$ cat src/design/mrlc_pkg.sv
// Shared types, character codes and prefix constants for the modem reply line classifier.
// Used by mrlc_front, mrlc_back and modem_reply_line_classifier; depends on nothing.
`default_nettype none

package mrlc_pkg;

  // Line buffer size and the limits derived from it.
  localparam int BUFFER_BYTES = 240;
  localparam int IDX_W = 8;
  // A frame keeps counting past the buffer, up to a length of 255 plus overhead.
  localparam int FILL_W = 9;
  localparam int HEAD_DEPTH = 12;
  localparam int PFX_W = 8 * HEAD_DEPTH;

  localparam logic [FILL_W-1:0] NORMAL_LIMIT = FILL_W'(BUFFER_BYTES - 2);
  localparam logic [FILL_W-1:0] STORE_LIMIT = FILL_W'(BUFFER_BYTES - 1);
  localparam logic [FILL_W-1:0] FRAME_OVERHEAD = FILL_W'(18);
  localparam logic [FILL_W-1:0] LEN_HI_POS = FILL_W'(13);
  localparam logic [FILL_W-1:0] LEN_DONE_FILL = FILL_W'(15);

  // Control characters.
  localparam logic [7:0] CH_STX = 8'h02;
  localparam logic [7:0] CH_ETX = 8'h03;
  localparam logic [7:0] CH_LF = 8'h0A;
  localparam logic [7:0] CH_CR = 8'h0D;
  localparam logic [7:0] CH_NINE = 8'h39;
  localparam logic [7:0] HEX_ALPHA_BIAS = 8'h37;
  localparam logic [7:0] HEX_DIGIT_BIAS = 8'h30;

  // Line prefixes; all but PFX_SMS are left aligned in a field of HEAD_DEPTH bytes.
  localparam logic [31:0] PFX_SMS = "0891";
  localparam logic [PFX_W-1:0] PFX_TIME = {"*PSUTTZ:", 32'h0};
  localparam logic [PFX_W-1:0] PFX_SIG = {"+CSQ: ", 48'h0};
  localparam logic [PFX_W-1:0] PFX_CLOSED = {"CLOSED", 48'h0};
  localparam logic [PFX_W-1:0] PFX_FAIL = "CONNECT FAIL";
  localparam int LEN_TIME = 8;
  localparam int LEN_SIG = 6;
  localparam int LEN_CLOSED = 6;
  localparam int LEN_FAIL = 12;

  // Item kinds.
  localparam logic MODE_RX = 1'b0;
  localparam logic MODE_CLEAR = 1'b1;

  // Completed message kinds.
  typedef enum logic [2:0] {
    EV_NONE   = 3'd0,
    EV_AT     = 3'd1,
    EV_SMS    = 3'd2,
    EV_FRAME  = 3'd3,
    EV_TIME   = 3'd4,
    EV_SIGNAL = 3'd5
  } event_t;

  // Line assembly modes.
  typedef enum logic [3:0] {
    LM_NORMAL = 4'b0001,
    LM_FRAME  = 4'b0010,
    LM_TIME   = 4'b0100,
    LM_SIGNAL = 4'b1000
  } line_mode_t;

  typedef struct packed {
    logic       mode;
    logic [7:0] rx_byte;
  } item_t;

  typedef struct packed {
    logic             write_valid;
    logic [IDX_W-1:0] write_index;
    logic [7:0]       write_byte;
    logic [2:0]       event_res;
    logic [7:0]       event_length;
    logic             link_lost;
  } result_t;

  // An item with its byte already decoded by the front end. The hex value is
  // the full byte-wide difference, since no digit check is made.
  typedef struct packed {
    item_t      item;
    logic       is_lf;
    logic       is_cr;
    logic       is_stx;
    logic       is_etx;
    logic [7:0] hex_val;
  } class_t;

  // True when the byte c at position p completes prefix pfx of length n,
  // given the bytes already stored at the head of the line.
  function automatic logic prefix_hit(input logic [HEAD_DEPTH-1:0][7:0] h,
                                      input logic [FILL_W-1:0] p,
                                      input logic [7:0] c,
                                      input logic [PFX_W-1:0] pfx,
                                      input int n);
    logic hit;
    hit = (p == FILL_W'(n - 1)) && (c == pfx[PFX_W-1-8*(n-1) -: 8]);
    for (int i = 0; i < HEAD_DEPTH - 1; i++) begin
      if (i < n - 1 && h[i] != pfx[PFX_W-1-8*i -: 8]) begin
        hit = 1'b0;
      end
    end
    return hit;
  endfunction

endpackage

`default_nettype wire

$ cat src/design/mrlc_front.sv
// Front end: accepts input items, decodes the byte and holds them in a two-entry queue.
// Depends on mrlc_pkg.
`default_nettype none

module mrlc_front (
  input  wire logic             clk,
  input  wire logic             rst,
  input  wire logic             push,
  output logic                  full,
  input  wire mrlc_pkg::item_t  item,
  output logic                  cls_valid,
  output mrlc_pkg::class_t      cls_item,
  input  wire logic             take
);

  mrlc_pkg::class_t q [2];
  logic             wr_ptr;
  logic             rd_ptr;
  logic [1:0]       count;
  logic             push_ok;
  logic             take_ok;
  mrlc_pkg::class_t decoded;

  // Decode the incoming byte.
  always_comb begin
    decoded.item = item;
    decoded.is_lf = (item.rx_byte == mrlc_pkg::CH_LF);
    decoded.is_cr = (item.rx_byte == mrlc_pkg::CH_CR);
    decoded.is_stx = (item.rx_byte == mrlc_pkg::CH_STX);
    decoded.is_etx = (item.rx_byte == mrlc_pkg::CH_ETX);
    if (item.rx_byte > mrlc_pkg::CH_NINE) begin
      decoded.hex_val = item.rx_byte - mrlc_pkg::HEX_ALPHA_BIAS;
    end else begin
      decoded.hex_val = item.rx_byte - mrlc_pkg::HEX_DIGIT_BIAS;
    end
  end

  assign full = (count == 2'd2);
  assign push_ok = push && !full;
  assign cls_valid = (count != 2'd0);
  assign take_ok = take && cls_valid;
  assign cls_item = q[rd_ptr];

  // Queue storage; payload needs no reset.
  always_ff @(posedge clk) begin
    if (push_ok) begin
      q[wr_ptr] <= decoded;
    end
  end

  // Queue pointers and fill count.
  always_ff @(posedge clk) begin
    if (rst) begin
      wr_ptr <= 1'b0;
      rd_ptr <= 1'b0;
      count <= 2'd0;
    end else begin
      if (push_ok) begin
        wr_ptr <= ~wr_ptr;
      end
      if (take_ok) begin
        rd_ptr <= ~rd_ptr;
      end
      count <= 2'(count + {1'b0, push_ok} - {1'b0, take_ok});
    end
  end

endmodule

`default_nettype wire

$ cat src/design/mrlc_back.sv
// Back end: runs the line assembly state machine on decoded items, one per cycle
// if its two-entry output queue for the results has room. Depends on mrlc_pkg.
`default_nettype none

module mrlc_back (
  input  wire logic              clk,
  input  wire logic              rst,
  input  wire logic              cls_valid,
  input  wire mrlc_pkg::class_t  cls_item,
  output logic                   take,
  output logic                   empty,
  input  wire logic              pop,
  output mrlc_pkg::result_t      result
);

  localparam int HD = mrlc_pkg::HEAD_DEPTH;
  localparam int FW = mrlc_pkg::FILL_W;

  // Line state.
  mrlc_pkg::line_mode_t       line_mode, line_mode_next;
  logic [FW-1:0]              fill_index, fill_index_next;
  logic [7:0]                 frame_payload_len, frame_payload_len_next;
  logic [3:0]                 length_high_digit, length_high_digit_next;
  logic                       lost_flag, lost_flag_next;
  logic [HD-1:0][7:0]         line_head;

  // Per-item working signals.
  logic [FW-1:0]              pos;
  logic [FW-1:0]              pos_inc;
  logic [FW-1:0]              frame_end;
  logic [7:0]                 b;
  logic                       head_at_pos;
  logic                       head_at_zero;
  logic [HD-1:0]              head_we;
  mrlc_pkg::result_t          res;
  logic                       time_hit, sig_hit, lost_hit, sms_hit;

  // Output queue.
  mrlc_pkg::result_t          oq [2];
  logic                       wr_ptr, rd_ptr;
  logic [1:0]                 count;
  logic                       pop_ok;

  assign pop_ok = pop && (count != 2'd0);
  assign empty = (count == 2'd0);
  assign result = oq[rd_ptr];
  // An item is carried out when the output queue has room for its result.
  assign take = cls_valid && ((count != 2'd2) || pop_ok);

  assign pos = fill_index;
  assign pos_inc = fill_index + FW'(1);
  assign b = cls_item.item.rx_byte;

  // Prefix detection against the bytes of the current line.
  always_comb begin
    time_hit = mrlc_pkg::prefix_hit(line_head, pos, b, mrlc_pkg::PFX_TIME,
                                    mrlc_pkg::LEN_TIME);
    sig_hit = mrlc_pkg::prefix_hit(line_head, pos, b, mrlc_pkg::PFX_SIG,
                                   mrlc_pkg::LEN_SIG);
    lost_hit = mrlc_pkg::prefix_hit(line_head, pos, b, mrlc_pkg::PFX_CLOSED,
                                    mrlc_pkg::LEN_CLOSED)
            || mrlc_pkg::prefix_hit(line_head, pos, b, mrlc_pkg::PFX_FAIL,
                                    mrlc_pkg::LEN_FAIL);
    sms_hit = (pos >= FW'(4))
           && ({line_head[0], line_head[1], line_head[2], line_head[3]} == mrlc_pkg::PFX_SMS);
  end

  // Line assembly: next state and the result of one item.
  always_comb begin
    line_mode_next = line_mode;
    fill_index_next = fill_index;
    frame_payload_len_next = frame_payload_len;
    length_high_digit_next = length_high_digit;
    lost_flag_next = lost_flag;
    head_at_pos = 1'b0;
    head_at_zero = 1'b0;
    frame_end = FW'(frame_payload_len) + mrlc_pkg::FRAME_OVERHEAD;
    res = '0;

    if (cls_item.item.mode == mrlc_pkg::MODE_CLEAR) begin
      lost_flag_next = 1'b0;
    end else begin
      case (line_mode)
        mrlc_pkg::LM_FRAME: begin
          if (pos < mrlc_pkg::STORE_LIMIT) begin
            res.write_valid = 1'b1;
            res.write_index = pos[7:0];
            res.write_byte = b;
            head_at_pos = 1'b1;
          end
          // Only the low nibble of the high digit survives the shift by four.
          if (pos == mrlc_pkg::LEN_HI_POS) begin
            length_high_digit_next = cls_item.hex_val[3:0];
          end
          // The payload length is known once both hex digits are in; the low
          // digit's whole value is added, so a non-hex byte carries upward.
          if (pos_inc == mrlc_pkg::LEN_DONE_FILL) begin
            frame_payload_len_next = {length_high_digit, 4'h0} + cls_item.hex_val;
          end
          frame_end = FW'(frame_payload_len_next) + mrlc_pkg::FRAME_OVERHEAD;
          fill_index_next = pos_inc;
          if (pos_inc == frame_end && cls_item.is_etx) begin
            if (pos <= mrlc_pkg::NORMAL_LIMIT) begin
              res.event_res = mrlc_pkg::EV_FRAME;
              res.event_length = 8'(pos_inc + FW'(1));
            end
            line_mode_next = mrlc_pkg::LM_NORMAL;
            fill_index_next = '0;
            frame_payload_len_next = '0;
          end else if (pos_inc > frame_end) begin
            // Overrun: the frame is dropped without an event.
            line_mode_next = mrlc_pkg::LM_NORMAL;
            fill_index_next = '0;
            frame_payload_len_next = '0;
          end
        end
        mrlc_pkg::LM_TIME, mrlc_pkg::LM_SIGNAL: begin
          if (cls_item.is_lf) begin
            res.write_valid = 1'b1;
            res.write_index = pos[7:0];
            res.write_byte = 8'h00;
            head_at_pos = 1'b1;
            res.event_res = (line_mode == mrlc_pkg::LM_TIME) ? mrlc_pkg::EV_TIME
                                                             : mrlc_pkg::EV_SIGNAL;
            res.event_length = pos_inc[7:0];
            line_mode_next = mrlc_pkg::LM_NORMAL;
            fill_index_next = '0;
            frame_payload_len_next = '0;
          end else if (!cls_item.is_cr && pos < mrlc_pkg::STORE_LIMIT) begin
            res.write_valid = 1'b1;
            res.write_index = pos[7:0];
            res.write_byte = b;
            head_at_pos = 1'b1;
            fill_index_next = pos_inc;
          end
        end
        default: begin
          if (cls_item.is_lf || pos >= mrlc_pkg::NORMAL_LIMIT) begin
            // Line end: terminate it, and report it unless it is empty.
            res.write_valid = 1'b1;
            res.write_index = pos[7:0];
            res.write_byte = 8'h00;
            head_at_pos = 1'b1;
            if (pos != '0) begin
              res.event_res = sms_hit ? mrlc_pkg::EV_SMS : mrlc_pkg::EV_AT;
              res.event_length = pos_inc[7:0];
            end
            fill_index_next = '0;
          end else if (!cls_item.is_cr) begin
            res.write_valid = 1'b1;
            res.write_index = pos[7:0];
            res.write_byte = b;
            head_at_pos = 1'b1;
            fill_index_next = pos_inc;
            if (cls_item.is_stx) begin
              // Frame start: the start byte moves to the buffer head.
              res.write_index = '0;
              head_at_zero = 1'b1;
              fill_index_next = FW'(1);
              frame_payload_len_next = '0;
              line_mode_next = mrlc_pkg::LM_FRAME;
            end else if (time_hit) begin
              fill_index_next = '0;
              line_mode_next = mrlc_pkg::LM_TIME;
            end else if (sig_hit) begin
              fill_index_next = '0;
              line_mode_next = mrlc_pkg::LM_SIGNAL;
            end else if (lost_hit) begin
              fill_index_next = '0;
              lost_flag_next = 1'b1;
            end
          end
        end
      endcase
    end
    res.link_lost = lost_flag_next;

    // Head bytes kept for prefix matching.
    for (int i = 0; i < HD; i++) begin
      head_we[i] = take && ((head_at_pos && pos == FW'(i)) || (head_at_zero && i == 0));
    end
  end

  // Head byte storage; only bytes of the current line are ever compared.
  always_ff @(posedge clk) begin
    for (int i = 0; i < HD; i++) begin
      if (head_we[i]) begin
        line_head[i] <= res.write_byte;
      end
    end
  end

  // Line state registers.
  always_ff @(posedge clk) begin
    if (rst) begin
      line_mode <= mrlc_pkg::LM_NORMAL;
      fill_index <= '0;
      frame_payload_len <= '0;
      length_high_digit <= '0;
      lost_flag <= 1'b0;
    end else if (take) begin
      line_mode <= line_mode_next;
      fill_index <= fill_index_next;
      frame_payload_len <= frame_payload_len_next;
      length_high_digit <= length_high_digit_next;
      lost_flag <= lost_flag_next;
    end
  end

  // Output queue storage.
  always_ff @(posedge clk) begin
    if (take) begin
      oq[wr_ptr] <= res;
    end
  end

  // Output queue pointers and fill count.
  always_ff @(posedge clk) begin
    if (rst) begin
      wr_ptr <= 1'b0;
      rd_ptr <= 1'b0;
      count <= 2'd0;
    end else begin
      if (take) begin
        wr_ptr <= ~wr_ptr;
      end
      if (pop_ok) begin
        rd_ptr <= ~rd_ptr;
      end
      count <= 2'(count + {1'b0, take} - {1'b0, pop_ok});
    end
  end

endmodule

`default_nettype wire

$ cat src/design/modem_reply_line_classifier.sv
// Top level of the modem reply line classifier: front end, back end and checks.
// Depends on mrlc_pkg, mrlc_front and mrlc_back.
//
// Each transfer in carries one received modem byte (or a request to clear the
// link-lost flag) and produces exactly one result: the line-buffer write it
// causes, any message it completes and the current link-lost flag. The block
// sustains one item per clock cycle while neither side stalls; the back end's
// line state machine, which updates the fill index, mode and head bytes, sets
// that rate. A result reaches the output once its item has passed a two-entry
// input queue and then a two-entry result queue; each queue lets its side
// stall on its own.
`default_nettype none

module modem_reply_line_classifier (
  input  wire logic               clk,
  input  wire logic               rst,
  input  wire logic               push,
  output logic                    full,
  input  wire mrlc_pkg::item_t    item,
  output logic                    empty,
  input  wire logic               pop,
  output mrlc_pkg::result_t       result
);

  logic              cls_valid;
  mrlc_pkg::class_t  cls_item;
  logic              take;

  // Input side: accept and decode.
  mrlc_front u_front (
    .clk       (clk),
    .rst       (rst),
    .push      (push),
    .full      (full),
    .item      (item),
    .cls_valid (cls_valid),
    .cls_item  (cls_item),
    .take      (take)
  );

  // Output side: line assembly and result queue.
  mrlc_back u_back (
    .clk       (clk),
    .rst       (rst),
    .cls_valid (cls_valid),
    .cls_item  (cls_item),
    .take      (take),
    .empty     (empty),
    .pop       (pop),
    .result    (result)
  );

  // Both queues come out of reset empty.
  assert property (@(posedge clk) rst |=> (empty && !full))
    else $error("queues not empty after reset");

  // A reported message always has a length.
  assert property (@(posedge clk) disable iff (rst)
    (!empty && result.event_res != mrlc_pkg::EV_NONE) |-> (result.event_length != 8'd0))
    else $error("message reported with zero length");

  // A frame holds at least its fixed header and trailer.
  assert property (@(posedge clk) disable iff (rst)
    (!empty && result.event_res == mrlc_pkg::EV_FRAME) |-> (result.event_length >= 8'd19))
    else $error("frame shorter than its overhead");

  // The back end only takes an item that the front end holds.
  assert property (@(posedge clk) disable iff (rst) take |-> cls_valid)
    else $error("item taken from an empty input queue");

endmodule

`default_nettype wire

$ cat config.mk
export PLATFORM = sky130hd
export DESIGN_NAME = modem_reply_line_classifier
export DESIGN_NICKNAME = d
export VERILOG_FILES = /design/src/design/mrlc_pkg.sv /design/src/design/mrlc_front.sv /design/src/design/mrlc_back.sv /design/src/design/modem_reply_line_classifier.sv
export SDC_FILE = /design/constraint.sdc
export NUM_CORES = 1
export LEC_CHECK = 0
export ABC_CLOCK_PERIOD_IN_PS = 9200
export BUFFER_PORTS_ARGS = -buffer_cell sky130_fd_sc_hd__buf_2
export CORE_MARGIN = 5
export CORE_UTILIZATION = 45
export DETAILED_ROUTE_END_ITERATION = 10
export PLACE_DENSITY = 0.6
export SLEW_MARGIN = 20
export SYNTH_ARGS = -nofsm -noshare
export SYNTH_HDL_FRONTEND = slang
export SYNTH_SLANG_ARGS = --single-unit
$ cat constraint.sdc
create_clock -name clk -period 9.2 [get_ports clk]
set_clock_uncertainty 0.05 [all_clocks]
set_input_delay 1.38 -clock clk [delete_from_list [all_inputs] [get_ports clk]]
set_output_delay 1.38 -clock clk [all_outputs]
set_load 0.05 [all_outputs]
==> run_summary.xml, run 1 <==
<?xml version="1.0" encoding="UTF-8"?>
<metrics>
  <group name="outcome">
    <metric name="outcome" unit="">completed</metric>
  </group>
  <group name="grt">
    <metric name="grt_remaining_overflow" unit="">0</metric>
    <metric name="grt_antenna_before_repair" unit="">0</metric>
    <metric name="via_count_of_the_first_global_routing_pass" unit="">6690</metric>
    <metric name="pin_count_of_the_biggest_net_entering_global_routing" unit="">33</metric>
    <metric name="grt_first_pass_wirelength" unit="mm">37.4</metric>
    <metric name="gr-usage-all-layers" unit="%">17.8</metric>
  </group>
  <group name="floorplan">
    <metric name="start_util" unit="%">45.9</metric>
    <metric name="chipWidth" unit="um">162</metric>
    <metric name="core-area" unit="um2">22700</metric>
    <metric name="chipHeight" unit="um">162</metric>
    <metric name="design.portCount" unit="">44</metric>
    <metric name="row_count" unit="">55</metric>
    <metric name="die_area" unit="um2">26300</metric>
  </group>
  <group name="sta">
    <metric name="report.final.hold_viol_count" unit="">0</metric>
    <metric name="period_needed" unit="ps">6350</metric>
    <metric name="setup_slack" unit="ps">2850</metric>
    <metric name="fin_worst_hold_slack" unit="ps">423</metric>
    <metric name="tightestPinTransition" unit="ps">1090</metric>
    <metric name="period_share" unit="%">69.0</metric>
    <metric name="setup-tns-final" unit="ps">0</metric>
    <metric name="rsz_0062_raised_after_global_routing" unit="">false</metric>
    <metric name="max_freq" unit="MHz">157</metric>
    <metric name="number_of_pins_exceeding_their_max_slew_limit_in_the_final_report" unit="">0</metric>
    <metric name="timing.final.setup_violations" unit="">0</metric>
    <metric name="timing.slew.headroom" unit="%">27.0</metric>
  </group>
  <group name="worst_hold_path">
    <metric name="holdCritPathClass" unit="">reg -&gt; reg</metric>
    <metric name="worstHoldPathCells" unit="">2</metric>
    <metric name="hold_path_end" unit="">u_back.frame_payload_len[0]</metric>
    <metric name="hold_path_startpoint" unit="">u_back.frame_payload_len[0]</metric>
  </group>
  <group name="worst_setup_path">
    <metric name="critical_path_class" unit="">reg -&gt; reg</metric>
    <metric name="critPathLaunchType" unit="">flop</metric>
    <metric name="cp_max_fo" unit="">20</metric>
    <metric name="crit-reg2reg-capture" unit="">u_back.oq[1][6]</metric>
    <metric name="worstRegToRegCells" unit="">18</metric>
    <metric name="worstPathRequired" unit="ps">9470</metric>
    <metric name="rrSetupSlack" unit="ps">2850</metric>
    <metric name="worstReg2RegStart" unit="">u_back.fill_index[0]</metric>
    <metric name="worstSetupEndpointType" unit="">flop</metric>
    <metric name="worst_ep_arrival_time" unit="ps">6620</metric>
  </group>
  <group name="clocking">
    <metric name="numCtsBuffers" unit="">23</metric>
    <metric name="numClockSinks" unit="">224</metric>
    <metric name="htree_levels" unit="">1</metric>
    <metric name="clock_insertion_delay_worst_skew" unit="ps">520</metric>
    <metric name="cts_max_path_buffers" unit="">3</metric>
    <metric name="tritoncts" unit="">built</metric>
    <metric name="clk_pin_slew" unit="ps">70</metric>
    <metric name="cts-resized-gates" unit="">0</metric>
    <metric name="clockRootBuffer" unit="">sky130_fd_sc_hd__clkbuf_16</metric>
    <metric name="cts_setup_buffers" unit="">0</metric>
    <metric name="postCtsHoldBufs" unit="">0</metric>
  </group>
  <group name="cells_and_area">
    <metric name="antennaDiodeCount" unit="">0</metric>
    <metric name="num-fill-cells" unit="">1928</metric>
    <metric name="count_of_nets_after_finishing" unit="">910</metric>
    <metric name="finish.instance_area" unit="um2">11700</metric>
    <metric name="area_delta_synth_final" unit="%">12.6</metric>
    <metric name="layout_cells_sized_above_1" unit="%">16.9</metric>
  </group>
  <group name="drt">
    <metric name="detailroute.wirelength.met3" unit="mm">1.37</metric>
    <metric name="met2_wirelength" unit="mm">10.6</metric>
    <metric name="first_iter_violations" unit="">493</metric>
    <metric name="wl_met1" unit="mm">10.8</metric>
    <metric name="post_drt_via_cell_ratio" unit="">5.77</metric>
    <metric name="number_of_nets_still_failing_antenna_checks_after_routing" unit="">0</metric>
    <metric name="drt-pass1-iter-count" unit="">5</metric>
    <metric name="drc" unit="">0</metric>
    <metric name="maxUsedRoutingLayer" unit="">met4</metric>
    <metric name="vias" unit="">6739</metric>
    <metric name="route.detailed.wl_per_inst" unit="um">19.9</metric>
    <metric name="routed_wl" unit="mm">23.3</metric>
  </group>
  <group name="placement">
    <metric name="port_buffers" unit="">43</metric>
    <metric name="placement.setup.worst_slack" unit="ps">3000</metric>
    <metric name="place.gp.congestion" unit="">0.921</metric>
    <metric name="post_dp_cell_area" unit="um2">10900</metric>
    <metric name="place.detailed.hpwl" unit="mm">16.3</metric>
  </group>
  <group name="synthesis">
    <metric name="synth_area" unit="um2">10400</metric>
    <metric name="synth_cell_type_count" unit="">69</metric>
    <metric name="synth_enable_flop_cells" unit="">188</metric>
    <metric name="postSynthCellCount" unit="">816</metric>
    <metric name="synth_fp_nets" unit="">860</metric>
    <metric name="synthFlopType" unit="">sky130_fd_sc_hd__edfxtp_1</metric>
    <metric name="synth.avg_cell_area" unit="um2">12.8</metric>
    <metric name="ys_async_sr_fraction" unit="%">0</metric>
    <metric name="warning_count_from_the_yosys_run" unit="">0</metric>
    <metric name="seq_area_frac_synth" unit="%">61.1</metric>
    <metric name="synthesis_stage_register_bit_count" unit="">224</metric>
  </group>
  <group name="power_and_ir_drop">
    <metric name="p_leak" unit="nW">4.16</metric>
    <metric name="worst_ir_drop_vdd" unit="uV">134</metric>
    <metric name="powerDensity" unit="nW/um2">280</metric>
  </group>
  <group name="flow_run">
    <metric name="maxCapViolations" unit="">0</metric>
  </group>
</metrics>
## stage by stage
stage | power, W | cells | util [%]
6_report | 0.00329 | 1168 | 51.6
5_1_grt | 0.00345 | 1168 | 51.6
3_3_place_gp | 0.00231 | 1126 | 48.1
3_5_place_dp | 0.00233 | 1126 | 48.1
2_1_floorplan | 0.00208 | 816 | -
4_1_cts | 0.00332 | 1168 | 51.6
## worst max-delay path, stage by stage, from the launching register on
cell and delay, ps:
sky130_fd_sc_hd__dfxtp_1 650, sky130_fd_sc_hd__ha_1 390, sky130_fd_sc_hd__xor2_1 340, sky130_fd_sc_hd__o211ai_1 220
sky130_fd_sc_hd__a211oi_1 310, sky130_fd_sc_hd__nand3_1 590, sky130_fd_sc_hd__o21ai_0 510, sky130_fd_sc_hd__ha_1 240
sky130_fd_sc_hd__inv_1 70, sky130_fd_sc_hd__or3_1 380, sky130_fd_sc_hd__a31o_2 210, sky130_fd_sc_hd__xnor2_1 120
sky130_fd_sc_hd__ha_1 280, sky130_fd_sc_hd__nand2_1 70, sky130_fd_sc_hd__nor3_1 480, sky130_fd_sc_hd__o211ai_1 510
sky130_fd_sc_hd__and4b_1 410, sky130_fd_sc_hd__nor2_1 40, sky130_fd_sc_hd__a211oi_1 280
## cell families after synthesis
| kind of cell | synth area share, % |
|---|---|
| flip-flops | 61.1 |
| XOR/XNOR | 2.86 |
| buffers and inverters | 2.47 |
| AO/OA/AOI/OAI | 8.01 |
| AND/OR/NAND/NOR | 15.9 |
| multiplexers | 5.84 |
| adder cells (fa/ha/maj) | 3.80 |
## layer usage
layer,vias up,global-route usage (%)
met3,34,3.02
met2,225,28.1
met1,3269,25.7
met5,-,0
met4,0,4.58
li1,3211,-
## cell usage in the layout (no fill, tap or decap), types with 5 or more instances in the layout
cell / synthesis / final
sky130_fd_sc_hd__xor2_1: 13 / 13
sky130_fd_sc_hd__or3_1: 10 / 10
sky130_fd_sc_hd__nor2b_1: 13 / 12
sky130_fd_sc_hd__mux2_2: 38 / 38
sky130_fd_sc_hd__and3_1: 15 / 15
sky130_fd_sc_hd__nor3b_1: 7 / 5
sky130_fd_sc_hd__a31oi_1: 6 / 6
sky130_fd_sc_hd__dfxtp_1: 36 / 36
sky130_fd_sc_hd__inv_1: 31 / 31
sky130_fd_sc_hd__a211oi_1: 11 / 11
sky130_fd_sc_hd__nor4b_1: 12 / 12
sky130_fd_sc_hd__nor2_1: 59 / 56
sky130_fd_sc_hd__ha_1: 30 / 30
sky130_fd_sc_hd__buf_4: 1 / 9
sky130_fd_sc_hd__clkbuf_16: 0 / 23
sky130_fd_sc_hd__and4b_1: 5 / 5
sky130_fd_sc_hd__edfxtp_1: 188 / 188
sky130_fd_sc_hd__a21oi_1: 30 / 30
sky130_fd_sc_hd__o2bb2ai_1: 7 / 7
sky130_fd_sc_hd__o21ai_0: 30 / 30
sky130_fd_sc_hd__a31o_2: 5 / 5
sky130_fd_sc_hd__nand2_1: 42 / 42
sky130_fd_sc_hd__clkbuf_1: 16 / 10
sky130_fd_sc_hd__nor4bb_1: 6 / 6
sky130_fd_sc_hd__and2_1: 10 / 10
sky130_fd_sc_hd__nor4_1: 13 / 13
sky130_fd_sc_hd__nand2b_1: 8 / 8
sky130_fd_sc_hd__nand4_1: 13 / 13
sky130_fd_sc_hd__xnor2_1: 21 / 21
sky130_fd_sc_hd__mux2i_1: 18 / 18
sky130_fd_sc_hd__nor3_1: 13 / 13
sky130_fd_sc_hd__buf_2: 7 / 43
sky130_fd_sc_hd__o211ai_1: 8 / 8
sky130_fd_sc_hd__nand3_1: 27 / 27
## registers in the layout (all words and copies together), names as in the netlist, named ones only
signal / cells
u_front.wr_ptr: 1
u_back.oq: 58
u_front.count: 2
u_back.line_mode: 4
u_back.frame_payload_len: 8
u_back.count: 2
u_back.wr_ptr: 1
u_front.q: 42
u_back.fill_index: 9
u_back.length_high_digit: 4
u_back.line_head: 88
u_back.lost_flag: 1
u_back.rd_ptr: 1
u_front.rd_ptr: 1
## synth_stat cells, types with 4 or more instances
cell	instances	area share [%]
sky130_fd_sc_hd__o2bb2ai_1	7	0.59
sky130_fd_sc_hd__and4b_1	5	0.48
sky130_fd_sc_hd__clkbuf_1	16	0.58
sky130_fd_sc_hd__o22ai_1	4	0.24
sky130_fd_sc_hd__mux2_2	38	4.1
sky130_fd_sc_hd__and3b_1	4	0.34
sky130_fd_sc_hd__or3_1	10	0.60
sky130_fd_sc_hd__xor2_1	13	1.1
sky130_fd_sc_hd__xnor2_1	21	1.8
sky130_fd_sc_hd__buf_2	7	0.34
sky130_fd_sc_hd__nor4bb_1	6	0.58
sky130_fd_sc_hd__edfxtp_1	188	54
sky130_fd_sc_hd__or4b_1	4	0.38
sky130_fd_sc_hd__nor4b_1	12	1.0
sky130_fd_sc_hd__nand4_1	13	0.78
sky130_fd_sc_hd__o211ai_1	8	0.58
sky130_fd_sc_hd__ha_1	30	3.6
sky130_fd_sc_hd__nand2b_1	8	0.48
sky130_fd_sc_hd__mux2i_1	18	1.7
sky130_fd_sc_hd__o21ai_0	30	1.4
sky130_fd_sc_hd__nand2_1	42	1.5
sky130_fd_sc_hd__a31o_2	5	0.42
sky130_fd_sc_hd__and3_1	15	0.90
sky130_fd_sc_hd__nand3_1	27	1.3
sky130_fd_sc_hd__a21oi_1	30	1.4
sky130_fd_sc_hd__nor2_1	59	2.1
sky130_fd_sc_hd__nor4_1	13	0.78
sky130_fd_sc_hd__nor2b_1	13	0.78
sky130_fd_sc_hd__and2_1	10	0.60
sky130_fd_sc_hd__a211oi_1	11	0.79
sky130_fd_sc_hd__nor3b_1	7	0.50
sky130_fd_sc_hd__nor3_1	13	0.62
sky130_fd_sc_hd__or4_1	4	0.29
sky130_fd_sc_hd__dfxtp_1	36	6.9
sky130_fd_sc_hd__a31oi_1	6	0.36
sky130_fd_sc_hd__inv_1	31	1.1
## worst max path at each step
stage	end	slack (ps)	from
final	u_back.oq[1][6]	2850	u_back.fill_index[0]
after global routing	u_back.oq[1][6]	2300	u_back.fill_index[0]
after CTS	u_back.oq[1][6]	2960	u_back.fill_index[0]
after detailed placement	u_back.oq[1][6]	3000	u_back.fill_index[0]
after global placement	u_back.oq[0][6]	3340	u_back.fill_index[0]
after floorplan	u_back.oq[0][6]	4330	u_back.fill_index[1]
## cell type report
class | count | area, um2 | area share [%]
Tap cell | 285 | 357 | 3.04
Inverter | 31 | 116 | 0.992
Multi-Input combinational cell | 534 | 3810 | 32.5
Clock inverter | 7 | 153 | 1.30
Clock buffer | 35 | 641 | 5.46
Sequential cell | 224 | 6370 | 54.3
Timing Repair Buffer | 52 | 283 | 2.41
## report_power, final
part | leakage [nW] | total, W | switching, W | internal (W)
Clock | 0.382 | 0.000976 | 0.000379 | 0.000597
Sequential | 2.05 | 0.00135 | 0.0000524 | 0.00130
Combinational | 1.72 | 0.000959 | 0.000688 | 0.000270
No activity file was read; power rests on OpenSTA's default activity.
==> run 2, diff against run 1 <==
--- a/config.mk
+++ b/config.mk
@@ -5,12 +5,12 @@
 export SDC_FILE = /design/constraint.sdc
 export NUM_CORES = 1
 export LEC_CHECK = 0
-export ABC_CLOCK_PERIOD_IN_PS = 9200
+export ABC_CLOCK_PERIOD_IN_PS = 5800
 export BUFFER_PORTS_ARGS = -buffer_cell sky130_fd_sc_hd__buf_2
 export CORE_MARGIN = 5
 export CORE_UTILIZATION = 45
 export DETAILED_ROUTE_END_ITERATION = 10
-export PLACE_DENSITY = 0.6
+export PLACE_DENSITY = 0.63
 export SLEW_MARGIN = 20
 export SYNTH_ARGS = -nofsm -noshare
 export SYNTH_HDL_FRONTEND = slang
==> constraint.sdc (replaced) <==
create_clock -name clk -period 5.8 [get_ports clk]
set_clock_uncertainty 0.05 [all_clocks]
set_input_delay 0.87 -clock clk [delete_from_list [all_inputs] [get_ports clk]]
set_output_delay 0.87 -clock clk [all_outputs]
set_load 0.05 [all_outputs]
==> run_summary.xml, run 2 (same netlist as run 1, synthesis figures left out) <==
<?xml version="1.0" encoding="UTF-8"?>
<metrics>
  <group name="outcome">
    <metric name="outcome" unit="">completed</metric>
  </group>
  <group name="worst_setup_path">
    <metric name="timing.critical_path.cells" unit="">ha_1 -&gt; and4_1 -&gt; or3_1 -&gt; a211oi_1 -&gt; nand3_1 -&gt; o21ai_0 -&gt; ha_1 -&gt; inv_1 -&gt; or3_1 -&gt; a31o_2 -&gt; xnor2_1 -&gt; ha_1 -&gt; nand2_1 -&gt; nor3_2 -&gt; a2111oi_2 -&gt; a21oi_1 -&gt; nand2_1 -&gt; or3_1 -&gt; a21oi_1</metric>
    <metric name="slowest_delay" unit="ps">390</metric>
    <metric name="worstReg2RegStart" unit="">u_back.fill_index[1]</metric>
    <metric name="worstSetupEndpointType" unit="">flop</metric>
    <metric name="cp_max_fo" unit="">12</metric>
    <metric name="worstRegToRegCells" unit="">19</metric>
    <metric name="worst_ep_arrival_time" unit="ps">5710</metric>
    <metric name="crit-reg2reg-capture" unit="">u_back.line_mode[2]</metric>
    <metric name="critPathLaunchType" unit="">flop</metric>
    <metric name="cp_top_family" unit="">simple AND/OR/NAND/NOR gates</metric>
    <metric name="rrSetupSlack" unit="ps">480</metric>
    <metric name="timing.critical_path.buf_inv" unit="">1</metric>
    <metric name="critical_path_class" unit="">reg -&gt; reg</metric>
    <metric name="timing.critical_path.slowest_stage_cell" unit="">sky130_fd_sc_hd__o21ai_0</metric>
    <metric name="worstPathRequired" unit="ps">6190</metric>
  </group>
  <group name="floorplan">
    <metric name="chipHeight" unit="um">162</metric>
    <metric name="start_util" unit="%">45.9</metric>
    <metric name="core-area" unit="um2">22700</metric>
    <metric name="chipWidth" unit="um">162</metric>
    <metric name="row_count" unit="">55</metric>
    <metric name="design.portCount" unit="">44</metric>
    <metric name="die_area" unit="um2">26300</metric>
  </group>
  <group name="power_and_ir_drop">
    <metric name="powerDensity" unit="nW/um2">437</metric>
    <metric name="worst_ir_drop_vdd" unit="uV">230</metric>
    <metric name="report.power.total" unit="W">0.00516</metric>
    <metric name="p_leak" unit="nW">4.19</metric>
  </group>
  <group name="drt">
    <metric name="wl_met1" unit="mm">10.8</metric>
    <metric name="vias" unit="">6735</metric>
    <metric name="first_iter_violations" unit="">469</metric>
    <metric name="route.detailed.wl_per_inst" unit="um">19.4</metric>
    <metric name="met2_wirelength" unit="mm">10.1</metric>
    <metric name="routed_wl" unit="mm">22.8</metric>
    <metric name="drt-pass1-iter-count" unit="">5</metric>
    <metric name="drc" unit="">0</metric>
    <metric name="detailroute.wirelength.met3" unit="mm">1.42</metric>
    <metric name="post_drt_via_cell_ratio" unit="">5.72</metric>
    <metric name="maxUsedRoutingLayer" unit="">met4</metric>
    <metric name="number_of_nets_still_failing_antenna_checks_after_routing" unit="">0</metric>
  </group>
  <group name="clocking">
    <metric name="clockRootBuffer" unit="">sky130_fd_sc_hd__clkbuf_16</metric>
    <metric name="htree_levels" unit="">1</metric>
    <metric name="numCtsBuffers" unit="">24</metric>
    <metric name="numClockSinks" unit="">224</metric>
    <metric name="clk_pin_slew" unit="ps">60</metric>
    <metric name="clock_insertion_delay_worst_skew" unit="ps">520</metric>
    <metric name="postCtsHoldBufs" unit="">0</metric>
    <metric name="tritoncts" unit="">built</metric>
    <metric name="cts_max_path_buffers" unit="">3</metric>
  </group>
  <group name="cells_and_area">
    <metric name="count_of_nets_after_finishing" unit="">920</metric>
    <metric name="layout_common_cells" unit="">sky130_fd_sc_hd__edfxtp_1 (188), sky130_fd_sc_hd__nor2_1 (53), sky130_fd_sc_hd__buf_2 (43)</metric>
    <metric name="area_delta_synth_final" unit="%">13.2</metric>
    <metric name="mostFrequentLayoutCell" unit="">sky130_fd_sc_hd__edfxtp_1</metric>
    <metric name="antennaDiodeCount" unit="">0</metric>
    <metric name="num-fill-cells" unit="">1950</metric>
    <metric name="flip_flop_count_of_the_largest_register_all_copies_and_words_added" unit="">88</metric>
    <metric name="layout_cells_sized_above_1" unit="%">18.8</metric>
    <metric name="largest_register" unit="">u_back.line_head</metric>
    <metric name="layout.cells.non_filler" unit="">1177</metric>
    <metric name="largest_registers" unit="">u_back.line_head x88, u_back.oq x58, u_front.q x42</metric>
  </group>
  <group name="sta">
    <metric name="report.final.hold_viol_count" unit="">0</metric>
    <metric name="period_needed" unit="ps">5320</metric>
    <metric name="max_freq" unit="MHz">188</metric>
    <metric name="tightestPinTransition" unit="ps">1050</metric>
    <metric name="number_of_pins_exceeding_their_max_slew_limit_in_the_final_report" unit="">0</metric>
    <metric name="setup_slack" unit="ps">479</metric>
    <metric name="setup-tns-final" unit="ps">0</metric>
    <metric name="rsz_0062_raised_after_global_routing" unit="">false</metric>
    <metric name="timing.final.setup_violations" unit="">0</metric>
    <metric name="timing.slew.headroom" unit="%">30.0</metric>
    <metric name="period_share" unit="%">91.7</metric>
  </group>
  <group name="grt">
    <metric name="grt_antenna_before_repair" unit="">0</metric>
    <metric name="gr-usage-all-layers" unit="%">17.2</metric>
    <metric name="pin_count_of_the_biggest_net_entering_global_routing" unit="">30</metric>
    <metric name="grt_first_pass_wirelength" unit="mm">36.1</metric>
    <metric name="grt_remaining_overflow" unit="">0</metric>
    <metric name="via_count_of_the_first_global_routing_pass" unit="">6532</metric>
  </group>
  <group name="placement">
    <metric name="dp.cells" unit="">1132</metric>
    <metric name="place.detailed.hpwl" unit="mm">16.1</metric>
    <metric name="port_buffers" unit="">43</metric>
    <metric name="placement.setup.worst_slack" unit="ps">82.2</metric>
    <metric name="place.gp.congestion" unit="">0.872</metric>
  </group>
  <group name="flow_run">
    <metric name="maxCapViolations" unit="">0</metric>
  </group>
  <group name="worst_hold_path">
    <metric name="holdCritPathClass" unit="">reg -&gt; reg</metric>
    <metric name="hold_path_end" unit="">u_back.frame_payload_len[0]</metric>
    <metric name="hold_path_startpoint" unit="">u_back.frame_payload_len[0]</metric>
    <metric name="worstHoldPathCells" unit="">2</metric>
  </group>
</metrics>
## run 2: cell types whose count changed in the layout (fill, tap and decap cells not counted), sizes merged
cell      previous run  this run
clkinv               1         7
buf                 52        61
clkbuf              35        29
clkinvlp             0         3
bufinv               4         2
inv                 33        32
## run 2: timing repair
item                                    CTS  global route
gates resized for setup                   0             2
endpoints found under the setup margin    0            33
buffers inserted                          0             3
## run 2: area by class of cell
cell class	count	area (um2)	area share (%)
Multi-Input combinational cell	534	3830	32.5
Inverter	31	116	0.986
Clock inverter	13	134	1.13
Sequential cell	224	6370	54.0
Clock buffer	29	639	5.42
Tap cell	285	357	3.02
Timing Repair Buffer	61	350	2.97
## run 2: through the flow
step,util [%],cell area [um2],hold slack (ps)
2_1_floorplan,-,10400,390
3_3_place_gp,48.3,11000,402
3_5_place_dp,48.3,11000,416
4_1_cts,51.7,11700,423
5_1_grt,52.0,11800,445
6_report,52.0,11800,421
## run 2: worst max-delay path by stage
stage / startpoint / endpoint / slack [ps] / cells after the start
detailed placement: u_back.fill_index[1] / u_back.oq[0][6] / 80 / 18
global route: u_back.fill_index[1] / u_back.oq[1][6] / 60 / 20
CTS: u_back.fill_index[1] / u_back.oq[0][6] / 50 / 18
floorplan: u_back.fill_index[1] / u_back.oq[0][6] / 930 / 21
global placement: u_back.fill_index[1] / u_back.oq[0][6] / 380 / 18
finish: u_back.fill_index[1] / u_back.line_mode[2] / 480 / 19
## run 2: worst min-delay path, cell delays in order, from the launching register on
cell and delay, ps:
sky130_fd_sc_hd__dfxtp_1 310, sky130_fd_sc_hd__nand2b_1 60, sky130_fd_sc_hd__a21oi_1 50
## run 2: metal layers
layer  up-vias  track usage [%]
met5         -                0
met2       206             26.6
met3        36             2.87
li1       3232                -
met4         0             4.96
met1      3261             25.3
## run 2: where the power goes
| group | switching, W | internal [W] |
|---|---|---|
| registers | 0.0000880 | 0.00206 |
| logic | 0.00109 | 0.000436 |
| clock network | 0.000606 | 0.000876 |
